## src/rtl/u8cut_pkg.sv

```systemverilog
`default_nettype none
// ----------------------------------------------------------------------------
// u8cut_pkg
// Shared types, codes and constants for the UTF-8 prefix cutter.
// ----------------------------------------------------------------------------
package u8cut_pkg;

    // Width of the internal kept-length counter
    localparam int LEN_WIDTH     = 16;
    localparam int LEN_EXT_WIDTH = (LEN_WIDTH > 16) ? LEN_WIDTH : 16;
    localparam int FIELD_WIDTH   = 16;

    localparam logic [FIELD_WIDTH-1:0] FIELD_MAX = '1;
    localparam logic [LEN_WIDTH-1:0]   LEN_MAX   = '1;

    // Stop causes
    localparam logic [1:0] CAUSE_END     = 2'd0;
    localparam logic [1:0] CAUSE_LIMIT   = 2'd1;
    localparam logic [1:0] CAUSE_INVALID = 2'd2;
    localparam logic [1:0] CAUSE_TRUNC   = 2'd3;

    // Byte class boundaries
    localparam logic [7:0] ASCII_MAX = 8'h7F;
    localparam logic [7:0] LEAD2_MIN = 8'hC0;
    localparam logic [7:0] LEAD2_MAX = 8'hDF;
    localparam logic [7:0] LEAD3_MIN = 8'hE0;
    localparam logic [7:0] LEAD3_MAX = 8'hEF;
    localparam logic [7:0] LEAD4_MIN = 8'hF0;
    localparam logic [7:0] LEAD4_MAX = 8'hF7;
    localparam logic [7:0] CONT_MIN  = 8'h80;
    localparam logic [7:0] CONT_MAX  = 8'hBF;

    typedef struct packed {
        logic                   stopped;
        logic [1:0]             cont_remaining;
        logic [2:0]             char_bytes_pending;
        logic [LEN_WIDTH-1:0]   committed_length;
        logic [FIELD_WIDTH-1:0] char_count;
        logic [1:0]             stop_reason;
    } walk_state_t;

    // Registered input byte
    typedef struct packed {
        logic       valid;
        logic [7:0] text_byte;
        logic       last_byte;
    } byte_item_t;

    typedef struct packed {
        logic [FIELD_WIDTH-1:0] kept_bytes;
        logic [FIELD_WIDTH-1:0] kept_chars;
        logic [1:0]             stop_cause;
    } cut_result_t;

endpackage : u8cut_pkg
`default_nettype wire

```

## src/rtl/u8cut_in_reg.sv

```systemverilog
`default_nettype none
// ----------------------------------------------------------------------------
// u8cut_in_reg
// Input register for the byte stream, with stall back to the sender.
// ----------------------------------------------------------------------------
module u8cut_in_reg (
    input  wire logic                clk,
    input  wire logic                rst_n,
    input  wire logic                text_valid,
    output logic                     text_stall,
    input  wire logic [7:0]          text_byte,
    input  wire logic                last_byte,
    input  wire logic                res_free,
    output logic                     go,
    output u8cut_pkg::byte_item_t    item
);
    import u8cut_pkg::*;

    logic       valid_reg,  valid_next;
    logic [7:0] byte_reg,   byte_next;
    logic       last_reg,   last_next;
    logic       load;

    // A final byte moves on only when the result register has room
    assign go         = valid_reg && (!last_reg || res_free);
    assign text_stall = valid_reg && !go;
    assign load       = text_valid && !text_stall;

    always_comb
    begin
        valid_next = load ? 1'b1 : (go ? 1'b0 : valid_reg);
        byte_next  = load ? text_byte : byte_reg;
        last_next  = load ? last_byte : last_reg;
    end

    always_ff @(posedge clk or negedge rst_n)
    begin
        if (!rst_n)
        begin
            valid_reg <= 1'b0;
        end
        else
        begin
            valid_reg <= valid_next;
        end
    end

    always_ff @(posedge clk)
    begin
        byte_reg <= byte_next;
        last_reg <= last_next;
    end

    assign item = '{valid: valid_reg, text_byte: byte_reg, last_byte: last_reg};

endmodule : u8cut_in_reg
`default_nettype wire

```

## src/rtl/u8cut_walker.sv

```systemverilog
`default_nettype none
// ----------------------------------------------------------------------------
// u8cut_walker
// Per-byte UTF-8 walk: character state, counters and stop cause.
// ----------------------------------------------------------------------------
module u8cut_walker (
    input  wire logic                                  clk,
    input  wire logic                                  rst_n,
    input  wire logic                                  go,
    input  wire u8cut_pkg::byte_item_t                 item,
    input  wire logic [u8cut_pkg::FIELD_WIDTH-1:0]     char_limit,
    output u8cut_pkg::cut_result_t                     result
);
    import u8cut_pkg::*;

    walk_state_t state_reg, state_next;
    walk_state_t upd;

    logic                   commit;
    logic [2:0]             commit_len;
    logic [2:0]             pend_inc;
    logic [1:0]             cont_dec;
    logic [LEN_WIDTH:0]     len_sum;
    logic [LEN_EXT_WIDTH-1:0] len_ext;
    logic [7:0]             b;

    assign b = item.text_byte;

    always_comb
    begin
        upd        = state_reg;
        commit     = 1'b0;
        commit_len = 3'd1;
        pend_inc   = state_reg.char_bytes_pending + 3'd1;
        cont_dec   = state_reg.cont_remaining - 2'd1;
        len_sum    = '0;

        if (!state_reg.stopped)
        begin
            if (state_reg.cont_remaining == 2'd0)
            begin
                priority if (b <= ASCII_MAX)
                begin
                    commit     = 1'b1;
                    commit_len = 3'd1;
                end
                else if (b >= LEAD2_MIN && b <= LEAD2_MAX)
                begin
                    upd.cont_remaining     = 2'd1;
                    upd.char_bytes_pending = 3'd1;
                end
                else if (b >= LEAD3_MIN && b <= LEAD3_MAX)
                begin
                    upd.cont_remaining     = 2'd2;
                    upd.char_bytes_pending = 3'd1;
                end
                else if (b >= LEAD4_MIN && b <= LEAD4_MAX)
                begin
                    upd.cont_remaining     = 2'd3;
                    upd.char_bytes_pending = 3'd1;
                end
                else
                begin
                    upd.stopped     = 1'b1;
                    upd.stop_reason = CAUSE_INVALID;
                end
            end
            else if (b >= CONT_MIN && b <= CONT_MAX)
            begin
                upd.char_bytes_pending = pend_inc;
                upd.cont_remaining     = cont_dec;
                if (cont_dec == 2'd0)
                begin
                    commit     = 1'b1;
                    commit_len = pend_inc;
                end
            end
            else
            begin
                upd.stopped     = 1'b1;
                upd.stop_reason = CAUSE_INVALID;
            end
        end

        // Whole character: add its bytes, bump the count, check the limit
        if (commit)
        begin
            len_sum = {1'b0, state_reg.committed_length} + (LEN_WIDTH+1)'(commit_len);
            upd.committed_length   = len_sum[LEN_WIDTH] ? LEN_MAX : len_sum[LEN_WIDTH-1:0];
            if (state_reg.char_count != FIELD_MAX)
            begin
                upd.char_count = state_reg.char_count + FIELD_WIDTH'(1);
            end
            upd.cont_remaining     = 2'd0;
            upd.char_bytes_pending = 3'd0;
            if (char_limit <= upd.char_count)
            begin
                upd.stopped     = 1'b1;
                upd.stop_reason = CAUSE_LIMIT;
            end
        end

        // Final byte: result taken from the updated state, then a fresh string
        state_next = item.last_byte ? '0 : upd;
    end

    always_comb
    begin
        len_ext = LEN_EXT_WIDTH'(upd.committed_length);
        result.kept_bytes = (len_ext > LEN_EXT_WIDTH'(FIELD_MAX)) ? FIELD_MAX
                                                                   : len_ext[FIELD_WIDTH-1:0];
        result.kept_chars = upd.char_count;
        if (upd.stopped)
        begin
            result.stop_cause = upd.stop_reason;
        end
        else if (upd.cont_remaining != 2'd0)
        begin
            result.stop_cause = CAUSE_TRUNC;
        end
        else
        begin
            result.stop_cause = CAUSE_END;
        end
    end

    always_ff @(posedge clk or negedge rst_n)
    begin
        if (!rst_n)
        begin
            state_reg <= '0;
        end
        else if (go)
        begin
            state_reg <= state_next;
        end
    end

`ifndef SYNTHESIS
    // Between characters nothing is pending unless the walk has stopped
    a_idle_no_pending: assert property (@(posedge clk) disable iff (!rst_n)
        (!state_reg.stopped && state_reg.cont_remaining == 2'd0)
            |-> (state_reg.char_bytes_pending == 3'd0))
        else $error("pending bytes without open character");

    // A character never holds more than four bytes
    a_pending_bound: assert property (@(posedge clk) disable iff (!rst_n)
        (state_reg.char_bytes_pending + 3'(state_reg.cont_remaining)) <= 3'd4)
        else $error("character length out of range");

    // Within a string the character count never goes down
    a_count_monotonic: assert property (@(posedge clk) disable iff (!rst_n)
        (go && !item.last_byte) |=> (state_reg.char_count >= $past(state_reg.char_count)))
        else $error("character count decreased mid-string");
`endif

endmodule : u8cut_walker
`default_nettype wire

```

## src/rtl/u8cut_out_reg.sv

```systemverilog
`default_nettype none
// ----------------------------------------------------------------------------
// u8cut_out_reg
// Result register holding one request until the receiver takes it.
// ----------------------------------------------------------------------------
module u8cut_out_reg (
    input  wire logic                                clk,
    input  wire logic                                rst_n,
    input  wire logic                                load,
    input  wire u8cut_pkg::cut_result_t              result,
    output logic                                     res_free,
    output logic                                     result_valid,
    input  wire logic                                result_stall,
    output logic [u8cut_pkg::FIELD_WIDTH-1:0]        kept_bytes,
    output logic [u8cut_pkg::FIELD_WIDTH-1:0]        kept_chars,
    output logic [1:0]                               stop_cause
);
    import u8cut_pkg::*;

    logic        valid_reg, valid_next;
    cut_result_t data_reg,  data_next;

    assign res_free = !valid_reg || !result_stall;

    always_comb
    begin
        valid_next = load ? 1'b1 : (valid_reg && result_stall);
        data_next  = load ? result : data_reg;
    end

    always_ff @(posedge clk or negedge rst_n)
    begin
        if (!rst_n)
        begin
            valid_reg <= 1'b0;
        end
        else
        begin
            valid_reg <= valid_next;
        end
    end

    always_ff @(posedge clk)
    begin
        data_reg <= data_next;
    end

    assign result_valid = valid_reg;
    assign kept_bytes   = data_reg.kept_bytes;
    assign kept_chars   = data_reg.kept_chars;
    assign stop_cause   = data_reg.stop_cause;

endmodule : u8cut_out_reg
`default_nettype wire

```

## src/rtl/utf8_prefix_cut_by_char_limit.sv

```systemverilog
`default_nettype none
// ----------------------------------------------------------------------------
// utf8_prefix_cut_by_char_limit
// Walks a UTF-8 byte stream and reports the prefix kept under a char limit.
// ----------------------------------------------------------------------------
// One byte is taken per cycle while no final byte is stalled; a byte passes
// through the input register and is folded into the walk state as it leaves
// it, so a result is loaded into the result register as its final byte
// leaves. Only a final byte waits on the result register: while a finished
// result is held under stall the next string's bytes keep flowing until its
// own final byte arrives. The walk counts whole characters (ASCII, or a C0-F7
// lead plus its 80-BF continuations) and stops at the first invalid byte
// or once the count reaches char_limit; the limit is checked after each
// character, so a limit of zero still keeps one character. Bytes after a
// stop are skipped but still end the string. kept_bytes and kept_chars
// saturate at their maximum. char_limit (reset 0xFFFF) is written through
// the cfg request channel, which is always ready; write it between strings.
// ----------------------------------------------------------------------------
module utf8_prefix_cut_by_char_limit (
    input  wire logic                                clk,
    input  wire logic                                rst_n,
    // configuration request
    input  wire logic                                cfg_valid,
    output logic                                     cfg_ready,
    input  wire logic [u8cut_pkg::FIELD_WIDTH-1:0]   cfg_data,
    // byte stream
    input  wire logic                                text_valid,
    output logic                                     text_stall,
    input  wire logic [7:0]                          text_byte,
    input  wire logic                                last_byte,
    // result stream
    output logic                                     result_valid,
    input  wire logic                                result_stall,
    output logic [u8cut_pkg::FIELD_WIDTH-1:0]        kept_bytes,
    output logic [u8cut_pkg::FIELD_WIDTH-1:0]        kept_chars,
    output logic [1:0]                               stop_cause
);
    import u8cut_pkg::*;

    logic [FIELD_WIDTH-1:0] char_limit_reg, char_limit_next;
    logic                   go;
    logic                   res_free;
    byte_item_t             item;
    cut_result_t            result;

    // Limit register
    assign cfg_ready       = 1'b1;
    assign char_limit_next = (cfg_valid && cfg_ready) ? cfg_data : char_limit_reg;

    always_ff @(posedge clk or negedge rst_n)
    begin
        if (!rst_n)
        begin
            char_limit_reg <= FIELD_MAX;
        end
        else
        begin
            char_limit_reg <= char_limit_next;
        end
    end

    u8cut_in_reg u_in_reg (
        .clk        (clk),
        .rst_n      (rst_n),
        .text_valid (text_valid),
        .text_stall (text_stall),
        .text_byte  (text_byte),
        .last_byte  (last_byte),
        .res_free   (res_free),
        .go         (go),
        .item       (item)
    );

    u8cut_walker u_walker (
        .clk        (clk),
        .rst_n      (rst_n),
        .go         (go),
        .item       (item),
        .char_limit (char_limit_reg),
        .result     (result)
    );

    // A result request is loaded only as a final byte is walked
    u8cut_out_reg u_out_reg (
        .clk          (clk),
        .rst_n        (rst_n),
        .load         (go && item.last_byte),
        .result       (result),
        .res_free     (res_free),
        .result_valid (result_valid),
        .result_stall (result_stall),
        .kept_bytes   (kept_bytes),
        .kept_chars   (kept_chars),
        .stop_cause   (stop_cause)
    );

`ifndef SYNTHESIS
    // Input is held back only while a byte sits in the input register
    a_stall_needs_item: assert property (@(posedge clk) disable iff (!rst_n)
        text_stall |-> item.valid)
        else $error("byte stream stalled with empty input register");

    // A non-final byte is never held back
    a_mid_string_flows: assert property (@(posedge clk) disable iff (!rst_n)
        (item.valid && !item.last_byte) |-> go)
        else $error("mid-string byte stalled");

    // A walked final byte always shows a result on the next cycle
    a_last_gives_result: assert property (@(posedge clk) disable iff (!rst_n)
        (go && item.last_byte) |=> result_valid)
        else $error("final byte produced no result");
`endif

endmodule : utf8_prefix_cut_by_char_limit
`default_nettype wire

```

## config.mk

```make
export PLATFORM = sky130hd
export DESIGN_NAME = utf8_prefix_cut_by_char_limit
export DESIGN_NICKNAME = d
export VERILOG_FILES = /design/src/rtl/u8cut_pkg.sv /design/src/rtl/u8cut_in_reg.sv /design/src/rtl/u8cut_walker.sv /design/src/rtl/u8cut_out_reg.sv /design/src/rtl/utf8_prefix_cut_by_char_limit.sv
export SDC_FILE = /design/constraint.sdc
export NUM_CORES = 1
export LEC_CHECK = 0
export BUFFER_PORTS_ARGS = -buffer_cell sky130_fd_sc_hd__buf_2
export CAP_MARGIN = 20
export CORE_UTILIZATION = 54
export CTS_CLUSTER_SIZE = 10
export DETAILED_ROUTE_END_ITERATION = 16
export PLACE_DENSITY = 0.81
export RECOVER_POWER = 25
export SYNTH_ARGS = -nofsm -noshare
export SYNTH_HDL_FRONTEND = slang
export SYNTH_SLANG_ARGS = --single-unit
```

## constraint.sdc

```tcl
create_clock -name clk -period 4.5 [get_ports clk]
set_clock_uncertainty 0.15 [all_clocks]
set_input_delay 1.125 -clock clk [delete_from_list [all_inputs] [get_ports clk]]
set_output_delay 1.125 -clock clk [all_outputs]
set_load 0.01 [all_outputs]
```

==> run_results.csv, run 1 <==
group,metric,value,unit
outcome,failed_checks,"capacitance limit, slew limit",
timing,period_needed,3.73,ns
cts,clkSlewWorstSetupHoldPaths,0.10,ns
critical_path,cp_max_fo,15,
timing,worst_pin_slew,2.12,ns
cts,cts_buffer_depth,2,
drt,drc,0,
final_layout,drive_gt1_share,21.8,%
outcome,run_status,"finished with violations",
logic_synthesis,async_reset_ff_share,59.2,%
timing,rsz0062_at_grt,"no",
placed_design,place_congestion,0.886,
logic_synthesis,yosys_warnings,0,
drt,antenna_left,0,
final_layout,synthToLayoutAreaGrowth,9.57,%
floorplan,die_w,105,um
timing,finalMaxSlewViolations,38,
drt,via_count,4412,
critical_path,cp-start-kind,"flip-flop",
global_routing,grt_pass1_vias,4176,
timing,finalSetupViolCount,0,
run,maxCapViolations,1,
cts,cts_tree,"yes",
final_layout,final_common_cell,"buf_2",
timing,finalHoldViolCount,0,
final_layout,most-common-layout-cells,"buf_2, nand2_1, dfrtp_1",
power_and_ir_drop,worst_ir_drop_vdd,0.238,mV
cts,numCtsBuffers,9,
cts,cts_resized,0,
logic_synthesis,ys_types,70,
drt,drt_iter0_drc,235,
timing,fin_setup_tns,0,ns
cts,clkSinkCount,98,
floorplan,io_pins,67,
floorplan,initial_core_util,55.6,%
logic_synthesis,netlist_area,0.00571,mm^2
logic_synthesis,ys.flop_type,"dfrtp_1",
floorplan,die_h,105,um
critical_path,arrival,3.70,ns
cts,cts_setup_buffers,0,
cts,clock_latency,0.38,ns
critical_path,endpoint_kind,"flip-flop",
final_layout,antenna_cells,0,
timing,finalCritPeriodShare,82.9,%
global_routing,grt_antenna_before_repair,0,
global_routing,grt_max_degree,45,
cts,root_buffer,"clkbuf_8",
placed_design,dp_hpwl,8.41,mm
power_and_ir_drop,p_total,2140,uW
floorplan,rows,37,
global_routing,grt_first_pass_wirelength,20.1,mm
logic_synthesis,synth-edff-count,40,
logic_synthesis,ys_ff_latch,98,
critical_path,critPathKind,"reg -> reg",
drt,drt-total-wl,12.1,mm
floorplan,die_area,0.0110,mm^2
logic_synthesis,syn-num-nets,609,
hold_path,hp-class,"reg -> reg",
drt,viasPerCell,5.99,
logic_synthesis,yosysSeqAreaShare,46.8,%
power_and_ir_drop,powerDensity,342,mW/mm^2
logic_synthesis,synth_cells,555,
logic_synthesis,syn_avg_cell_area,10.3,um^2
drt,wire_per_inst,16.4,um
critical_path,crit_required,4.47,ns
timing,max_slew_margin,-41.0,%
cts,hold_buffers,0,
timing,max_freq,268,MHz
final_layout,nets,650,
global_routing,grt.overflow.total,0,
drt,drt-pass1-iter-count,5,
hold_path,worstHoldPathCells,1,
cts,htree_num_levels,3,
power_and_ir_drop,power.leakage,0.00269,uW
critical_path,r2r_cells,11,
final_layout,nFillCells,868,
final_layout,largest_reg_flops,40,
placed_design,port_buffers,62,
floorplan,core-area,0.0103,mm^2
global_routing,grt_usage,23.3,%
-- layout make-up --
class                   instances  area [um^2]  share of cell area, %
flip-flops and latches         98         2670                   42.7
inverters                      12         45.0                  0.720
multi-input cells             402         2790                   44.5
well taps                     136          170                   2.72
repair buffers                 73          390                   6.24
clock inverters                 6         66.3                   1.06
clock buffers                  10          128                   2.04
-- synth_stat cells (4+ instances only) --
cell type / number / share of area [%]
nor3b_1: 5 / 0.66
nor2b_1: 7 / 0.77
a21o_1: 5 / 0.66
xnor2_1: 20 / 3.1
inv_1: 12 / 0.79
dfstp_2: 16 / 7.4
mux2_2: 17 / 3.4
a21oi_1: 31 / 2.7
nor3_1: 6 / 0.53
and2_1: 8 / 0.88
buf_2: 15 / 1.3
dfrtp_1: 42 / 18
mux2i_1: 14 / 2.5
and4_1: 6 / 0.92
nand3_1: 14 / 1.2
o21ai_0: 32 / 2.8
nor2_1: 34 / 2.2
nand2b_1: 4 / 0.44
edfxtp_1: 40 / 21
nand2_1: 58 / 3.8
xor2_1: 10 / 1.5
o22a_1: 7 / 1.1
a31oi_1: 8 / 0.88
ha_1: 23 / 5.0
nand4_1: 9 / 0.99
o211ai_1: 6 / 0.79
and3_1: 13 / 1.4
o2111ai_1: 4 / 0.61
clkbuf_1: 22 / 1.4
nor4_1: 4 / 0.44
-- power by group --
part           total, uW  internal (uW)  leakage (uW)  switching [uW]
sequential          1100           1020       0.00114            76.9
clock                580            260      0.000101             320
combinational        460            185       0.00145             274
total               2140           1470       0.00269             671
-- metrics by stage --
| step | instances | hold slack (ns) | worst slack, ns | utilization (%) | area, um^2 |
|---|---|---|---|---|---|
| floorplan | 555 | 0.323 | 1.16 | - | 5710 |
| global placement | 721 | 0.337 | 0.940 | 59.0 | 6070 |
| detailed placement | 721 | 0.350 | 0.880 | 59.0 | 6070 |
| CTS | 737 | 0.372 | 0.846 | 60.9 | 6260 |
| global route | 737 | 0.394 | 0.471 | 60.9 | 6260 |
| finish | 737 | 0.372 | 0.771 | 60.9 | 6260 |
-- logic make-up after synthesis --
kind of cell	Yosys count	share of synthesized area (%)
flops	98	46.8
fa+ha+maj	24	5.39
compound gates	134	16.1
buf+inv	55	4.42
simple gates	182	16.8
xor+xnor	30	4.60
mux	31	5.80
other cells	1	0.0657
-- path summary, 6_finish.rpt --
| kind | endpoint | start | slack, ns |
|---|---|---|---|
| max reg2reg | u_out_reg.stop_cause[0]$_DFFE_PP_ | u_walker.state_reg[13]$_DFFE_PN0P_ | 0.77 |
| min | u_walker.state_reg[20]$_DFFE_PN0P_ | u_walker.state_reg[20]$_DFFE_PN0P_ | 0.37 |
| max | u_out_reg.stop_cause[0]$_DFFE_PP_ | u_walker.state_reg[13]$_DFFE_PN0P_ | 0.77 |
| min reg2reg | u_walker.state_reg[20]$_DFFE_PN0P_ | u_walker.state_reg[20]$_DFFE_PN0P_ | 0.37 |
| max in group asynchronous | char_limit_reg[11]$_DFFE_PN1P_ | rst_n | 1.54 |
| min in group asynchronous | u_walker.state_reg[32]$_DFFE_PN0P_ | rst_n | 1.21 |
-- worst max-delay path, stage by stage (launching register included) --
cell and delay [ns]:
dfrtp_1 0.48, and4_1 0.35, nand4_2 0.12, buf_4 0.20, or2_1 0.41, nand3_1 0.15
o21ai_0 0.15, ha_1 0.38, nand4_1 0.17, a2111oi_0 0.42, o31a_1 0.34, o311ai_1 0.13
-- metal layers --
layer  share of wire, %  vias to the layer above  track usage (%)  routed length [um]
met5                  0                        -                0                   0
met4                2.4                        0             10.4                 295
met3                5.2                       26             3.74                 630
met2                 45                      136             36.2                5460
met1                 47                     2124             32.3                5740
li1                   -                     2126                -                   -
Power figures use the tool's default switching activity.
==> run 2, diff against run 1 <==
--- a/config.mk
+++ b/config.mk
@@ -7,10 +7,10 @@
 export LEC_CHECK = 0
 export BUFFER_PORTS_ARGS = -buffer_cell sky130_fd_sc_hd__buf_2
 export CAP_MARGIN = 20
-export CORE_UTILIZATION = 54
+export CORE_UTILIZATION = 53
 export CTS_CLUSTER_SIZE = 10
 export DETAILED_ROUTE_END_ITERATION = 16
-export PLACE_DENSITY = 0.81
+export PLACE_DENSITY = 0.82
 export RECOVER_POWER = 25
 export SYNTH_ARGS = -nofsm -noshare
 export SYNTH_HDL_FRONTEND = slang
==> constraint.sdc (replaced) <==
create_clock -name clk -period 3.1 [get_ports clk]
set_clock_uncertainty 0.15 [all_clocks]
set_input_delay 0.775 -clock clk [delete_from_list [all_inputs] [get_ports clk]]
set_output_delay 0.775 -clock clk [all_outputs]
set_load 0.01 [all_outputs]
==> run 2 against run 1 <==
The run ends with setup timing left. Critical path depth is 1 higher. Cell count is 6.8% higher. Design area is 9.2% higher. Die area is 1.8% higher. Clock power is 46% higher. Global-route usage is 1.1 points higher. Maximum frequency is 18% higher. Via count is 4.7% higher. Wire length is 9.9% higher. Register-to-register slack worse by 0.83 ns. Clock-buffer cell count is 2 higher. Worst hold slack hardly changed. Critical path type unchanged. Largest power group unchanged.
==> run_results.csv, run 2 (same netlist as run 1, synthesis figures left out) <==
group,metric,value,unit
run,maxCapViolations,0,
global_routing,grt_usage,24.4,%
cts,cts_buffer_depth,2,
timing,worst_slack,-0.0610,ns
floorplan,io_pins,67,
placed_design,placed_area,0.00640,mm^2
timing,finalMaxSlewViolations,0,
final_layout,design_area,0.00684,mm^2
floorplan,die_h,106,um
critical_path,startpoint,"u_walker.state_reg[3]$_DFFE_PN0P_",
cts,clkSlewWorstSetupHoldPaths,0.10,ns
critical_path,critPathKind,"reg -> reg",
final_layout,nFillCells,792,
final_layout,largest_reg_flops,40,
critical_path,endpoint_kind,"flip-flop",
global_routing,grt_antenna_before_repair,0,
outcome,failed_checks,"setup timing",
critical_path,rrSetupSlack,-0.06,ns
hold_path,worstHoldPathCells,1,
timing,worst_pin_slew,1.13,ns
critical_path,crit_required,3.08,ns
timing,rsz0062_at_grt,"yes",
outcome,run_status,"finished with violations",
critical_path,timing.rr.end,"u_out_reg.stop_cause[0]$_DFFE_PP_",
global_routing,grt_max_degree,38,
final_layout,final_common_cell,"buf_2",
drt,wire_per_inst,16.9,um
cts,numCtsBuffers,9,
cts,cts_tree,"yes",
power_and_ir_drop,powerDensity,475,mW/mm^2
placed_design,port_buffers,62,
drt,viasPerCell,5.87,
placed_design,place_congestion,0.923,
critical_path,critPathSlowestCell,"dfrtp_1",
final_layout,drive_gt1_share,31.8,%
final_layout,most-common-layout-cells,"buf_2, buf_4, nand2_1",
floorplan,die_area,0.0112,mm^2
floorplan,die_w,106,um
drt,drt-pass1-iter-count,5,
hold_path,hold_end,"u_walker.state_reg[23]$_DFFE_PN0P_",
timing,max_freq,316,MHz
critical_path,critical_path.max_stage_delay,0.39,ns
final_layout,nets,700,
critical_path,cp-start-kind,"flip-flop",
global_routing,grt.overflow.total,0,
final_layout,multi_input_area,0.00298,mm^2
final_layout,synthToLayoutAreaGrowth,19.7,%
critical_path,cp_max_fo,6,
final_layout,antenna_cells,0,
drt,antenna_left,0,
power_and_ir_drop,worst_ir_drop_vdd,0.277,mV
final_layout,post-route-util,65.9,%
cts,htree_num_levels,3,
drt,drt-total-wl,13.3,mm
critical_path,r2r_cells,12,
timing,finalHoldViolCount,0,
power_and_ir_drop,p_total,3250,uW
final_layout,regArea,0.00267,mm^2
timing,finalCritPeriodShare,102,%
cts,hold_buffers,0,
cts,clock_latency,0.39,ns
placed_design,place_ws,-0.157,ns
hold_path,min_from,"u_walker.state_reg[23]$_DFFE_PN0P_",
critical_path,rr_startpoint,"u_walker.state_reg[3]$_DFFE_PN0P_",
power_and_ir_drop,power.leakage,0.00296,uW
cts,root_buffer,"clkbuf_8",
timing,finalSetupViolCount,3,
timing,period_needed,3.16,ns
placed_design,dp_hpwl,8.87,mm
global_routing,grt_first_pass_wirelength,21.3,mm
floorplan,rows,37,
critical_path,arrival,3.14,ns
drt,drt_iter0_drc,447,
drt,drc,0,
cts,clkSinkCount,98,
floorplan,initial_core_util,55.1,%
timing,max_slew_margin,24.6,%
global_routing,grt_pass1_vias,4386,
drt,via_count,4619,
floorplan,core-area,0.0104,mm^2
critical_path,crit_chain,"ha_2 -> and2_4 -> nand3_4 -> or2_4 -> nand2_2 -> xnor2_2 -> ha_1 -> nand4_1 -> buf_4 -> o311ai_2 -> o31a_1 -> o311ai_1",
hold_path,hp-class,"reg -> reg",
## run 2: cell types whose count changed in the layout (fill, tap and decap cells not counted), sizes merged
| cell | before | now |
|---|---|---|
| buf | 71 | 118 |
| or2 | 1 | 2 |
| inv | 14 | 12 |
| clkbuf | 12 | 16 |
| clkinv | 3 | 0 |
| clkinvlp | 0 | 3 |
## run 2: timing repair
| action | in CTS | in global routing |
|---|---|---|
| buffers inserted | 2 | 8 |
| pin swaps | 6 | 15 |
| hold endpoints to repair | 0 | 0 |
| endpoints found under the setup margin | 4 | 16 |
| gates resized for setup | 13 | 20 |
| gates cloned | 1 | 0 |
## run 2: worst max-delay path, delay by kind of cell, from the launching register on
family                     cells  cell delay (ns)
xor gates and xnor gates       1             0.09
and+or+nand+nor                5             0.84
AOI/OAI and AO/OA              3             0.70
adders and majority gates      2             0.56
DFF                            1             0.39
buffers and inverters          1             0.19
## run 2: how the worst max path moves through the flow
| stage | slack, ns | endpoint |
|---|---|---|
| 3_3_place_gp | -0.05 | u_walker.state_reg[39]$_DFFE_PN0P_ |
| 3_5_place_dp | -0.16 | u_walker.state_reg[39]$_DFFE_PN0P_ |
| 2_1_floorplan | -0.08 | u_out_reg.stop_cause[0]$_DFFE_PP_ |
| 5_1_grt | -0.14 | u_out_reg.stop_cause[0]$_DFFE_PP_ |
| 4_1_cts | 0.01 | u_out_reg.stop_cause[0]$_DFFE_PP_ |
| 6_report | -0.06 | u_out_reg.stop_cause[0]$_DFFE_PP_ |
## run 2: cell type report
class	count	area share, %
multi-input cells	403	43.6
clock buffers	12	2.12
well taps	136	2.49
flip-flops and latches	98	39.1
clock inverters	4	0.769
repair buffers	122	11.3
inverters	12	0.659
## run 2: per-layer routing
metal / track usage [%] / wire (um)
met2: 38.8 / 6300
met3: 4.21 / 908
met1: 33.1 / 5850
met5: 0 / 0
met4: 10.0 / 261
## run 2: power by group
group | internal, uW | switching (uW) | total, uW
Sequential | 1490 | 70.3 | 1560
Combinational | 351 | 488 | 839
Clock | 396 | 454 | 849
## run 2: through the flow
step	setup TNS [ns]	std cells	hold WS [ns]
after CTS	0	779	0.220
after global placement	-0.112	760	0.338
final	-0.0835	787	0.373
after detailed placement	-0.485	760	0.350
after global routing	-0.408	787	0.392
after floorplan	-0.175	555	0.323
==> run 3, diff against run 2 <==
--- a/config.mk
+++ b/config.mk
@@ -12,6 +12,8 @@
 export DETAILED_ROUTE_END_ITERATION = 16
 export PLACE_DENSITY = 0.82
 export RECOVER_POWER = 25
+export REMOVE_ABC_BUFFERS = 1
 export SYNTH_ARGS = -nofsm -noshare
 export SYNTH_HDL_FRONTEND = slang
+export SYNTH_HIERARCHICAL = 1
 export SYNTH_SLANG_ARGS = --single-unit
==> run 3 against run 2 <==
Critical path depth is the same. Core utilization up 1.5 points. The flow finishes with violations (capacitance limit, slew limit, setup timing). Cell count fell by 2.3%. Synthesized area down 2.8%. Maximum frequency down 5.4%. Worst setup slack got worse by 0.18 ns. Power is 11% lower.
==> run_results.csv, run 3 <==
group,metric,value,unit
critical_path,crit_required,3.21,ns
logic_synthesis,synth_cells,518,
floorplan,die_area,0.0109,mm^2
floorplan,die_w,104,um
power_and_ir_drop,clockPowerShare,26.2,%
floorplan,initial_core_util,55.8,%
drt,drc,0,
placed_design,dp_hpwl,9.19,mm
outcome,run_status,"finished with violations",
power_and_ir_drop,worst_ir_drop_vdd,0.230,mV
critical_path,r2r_cells,12,
floorplan,rows,36,
placed_design,port_buffers,62,
cts,clock_latency,0.38,ns
final_layout,final_cells,769,
cts,numCtsBuffers,9,
floorplan,io_pins,67,
outcome,failed_checks,"capacitance limit, slew limit, setup timing",
final_layout,antenna_cells,0,
global_routing,grt_antenna_before_repair,0,
hold_path,worstHoldPathCells,1,
power_and_ir_drop,power.leakage,0.00299,uW
final_layout,largest_reg_flops,40,
power_and_ir_drop,p_switching,840,uW
run,maxCapViolations,1,
final_layout,most-common-layout-cells,"buf_4, buf_2, nand2_1",
global_routing,grt_usage,25.0,%
global_routing,grt_pass1_vias,4423,
logic_synthesis,netlist_area,0.00555,mm^2
timing,max_freq,299,MHz
final_layout,drive_gt1_share,35.7,%
drt,drt-pass1-iter-count,5,
power_and_ir_drop,p_sw_share,29.0,%
timing,worst_pin_slew,1.51,ns
drt,via_count,4486,
timing,max_slew_margin,-0.894,%
drt,antenna_left,0,
cts,cts_tree,"yes",
timing,worst_slack,-0.241,ns
drt,wire_per_inst,16.9,um
cts,clkSlewWorstSetupHoldPaths,0.09,ns
cts,htree_num_levels,3,
timing,finalSetupViolCount,4,
floorplan,core-area,0.00995,mm^2
cts,hold_buffers,0,
placed_design,place_congestion,0.888,
power_and_ir_drop,power_frac_comb,21.9,%
global_routing,grt_first_pass_wirelength,21.6,mm
final_layout,synthToLayoutAreaGrowth,20.8,%
global_routing,grt_max_degree,59,
cts,cts_buffer_depth,2,
floorplan,die_h,104,um
placed_design,placed_area,0.00638,mm^2
critical_path,arrival,3.45,ns
cts,clkSinkCount,98,
logic_synthesis,yosys_warnings,6,
timing,period_needed,3.34,ns
global_routing,grt.overflow.total,0,
drt,drt-total-wl,13.0,mm
final_layout,nFillCells,719,
critical_path,cp_max_fo,5,
power_and_ir_drop,p_int,2060,uW
drt,drt_iter0_drc,322,
logic_synthesis,syn_avg_cell_area,10.7,um^2
placed_design,post-place-cells,748,
power_and_ir_drop,powerDensity,432,mW/mm^2
final_layout,nets,685,
timing,finalMaxSlewViolations,59,
cts,root_buffer,"clkbuf_8",
critical_path,endpoint_kind,"flip-flop",
timing,finalCritPeriodShare,108,%
critical_path,critPathKind,"reg -> reg",
power_and_ir_drop,pwr-share-seq,51.9,%
timing,rsz0062_at_grt,"yes",
drt,viasPerCell,5.83,
timing,finalHoldViolCount,0,
final_layout,design_area,0.00671,mm^2
critical_path,cp-start-kind,"flip-flop",
hold_path,hp-class,"reg -> reg",
final_layout,final_common_cell,"buf_4",
-- run 3: cell types whose count changed in the layout (fill, tap and decap cells not counted), moves of 5 or more --
cell | previous run | this run
buf_4 | 57 | 72
mux2i_1 | 14 | 3
nor2_1 | 33 | 22
mux2_4 | 0 | 10
mux2_2 | 17 | 9
o21ai_0 | 30 | 24
o31ai_1 | 3 | 9
a21oi_1 | 29 | 34
nor3b_1 | 5 | 0
-- run 3: worst max-delay path, stage by stage (launching register included) --
cell     delay, ns
dfrtp_1       0.37
ha_2          0.20
nand4_1       0.15
or4_4         0.51
nand2_1       0.11
xor2_1        0.22
ha_1          0.29
a21o_1        0.21
nand3_1       0.10
a21oi_1       0.08
or4b_4        0.53
a21oi_4       0.19
a221o_1       0.12
-- run 3: area by class of cell --
| type | count | area [um^2] | share of cell area [%] |
|---|---|---|---|
| Inverter | 10 | 37.5 | 0.560 |
| Timing Repair Buffer | 137 | 878 | 13.1 |
| Sequential cell | 98 | 2670 | 39.9 |
| Clock inverter | 3 | 13.8 | 0.205 |
| Tap cell | 133 | 166 | 2.48 |
| Clock buffer | 13 | 159 | 2.37 |
| Multi-Input combinational cell | 375 | 2780 | 41.4 |
-- run 3: through the flow --
stage | hold slack, ns | power, uW | worst slack [ns] | TNS [ns] | util [%]
floorplan | 0.317 | 1870 | -1.57 | -90.19 | -
global placement | 0.335 | 2070 | -0.437 | -1.75 | 64.1
detailed placement | 0.343 | 2110 | -0.568 | -4.42 | 64.1
finish | 0.360 | 2900 | -0.241 | -0.888 | 67.4
global route | 0.394 | 3030 | -0.389 | -1.41 | 67.4
CTS | 0.234 | 2880 | -0.206 | -0.656 | 66.8
-- run 3: worst paths after layout --
kind	startpoint	end	slack, ns
setup / recovery	u_walker/state_reg[2]$_DFFE_PN0P_	u_out_reg/stop_cause[0]$_DFFE_PP_	-0.24
hold / removal	u_out_reg/result_valid$_DFF_PN0_	u_out_reg/result_valid$_DFF_PN0_	0.36
setup reg to reg	u_walker/state_reg[2]$_DFFE_PN0P_	u_out_reg/stop_cause[0]$_DFFE_PP_	-0.24
hold reg to reg	u_out_reg/result_valid$_DFF_PN0_	u_out_reg/result_valid$_DFF_PN0_	0.36
max in group asynchronous	rst_n	u_walker/state_reg[3]$_DFFE_PN0P_	1.21
min in group asynchronous	rst_n	u_walker/state_reg[14]$_DFFE_PN0P_	0.69
-- run 3: power by group through the flow --
stage	logic, uW	clock network (uW)	registers [uW]
floorplan	317	0	1550
global placement	550	0	1520
detailed placement	585	0	1530
CTS	603	780	1500
global route	687	831	1510
finish	633	760	1500
-- run 3: metal layers --
| layer | vias up | routed length, um | GRT usage (%) |
|---|---|---|---|
| met5 | - | 0 | 0 |
| met4 | 0 | 317 | 10.6 |
| met3 | 25 | 784 | 5.51 |
| met2 | 158 | 6370 | 40.3 |
| met1 | 2164 | 5520 | 32.5 |
| li1 | 2139 | - | - |
-- run 3: repair_timing --
item / CTS / global route
setup buffers: 3 / 2
endpoints found under the setup margin: 29 / 31
resized for setup: 19 / 15
hold endpoints to repair: 0 / 0
pin swaps: 13 / 7
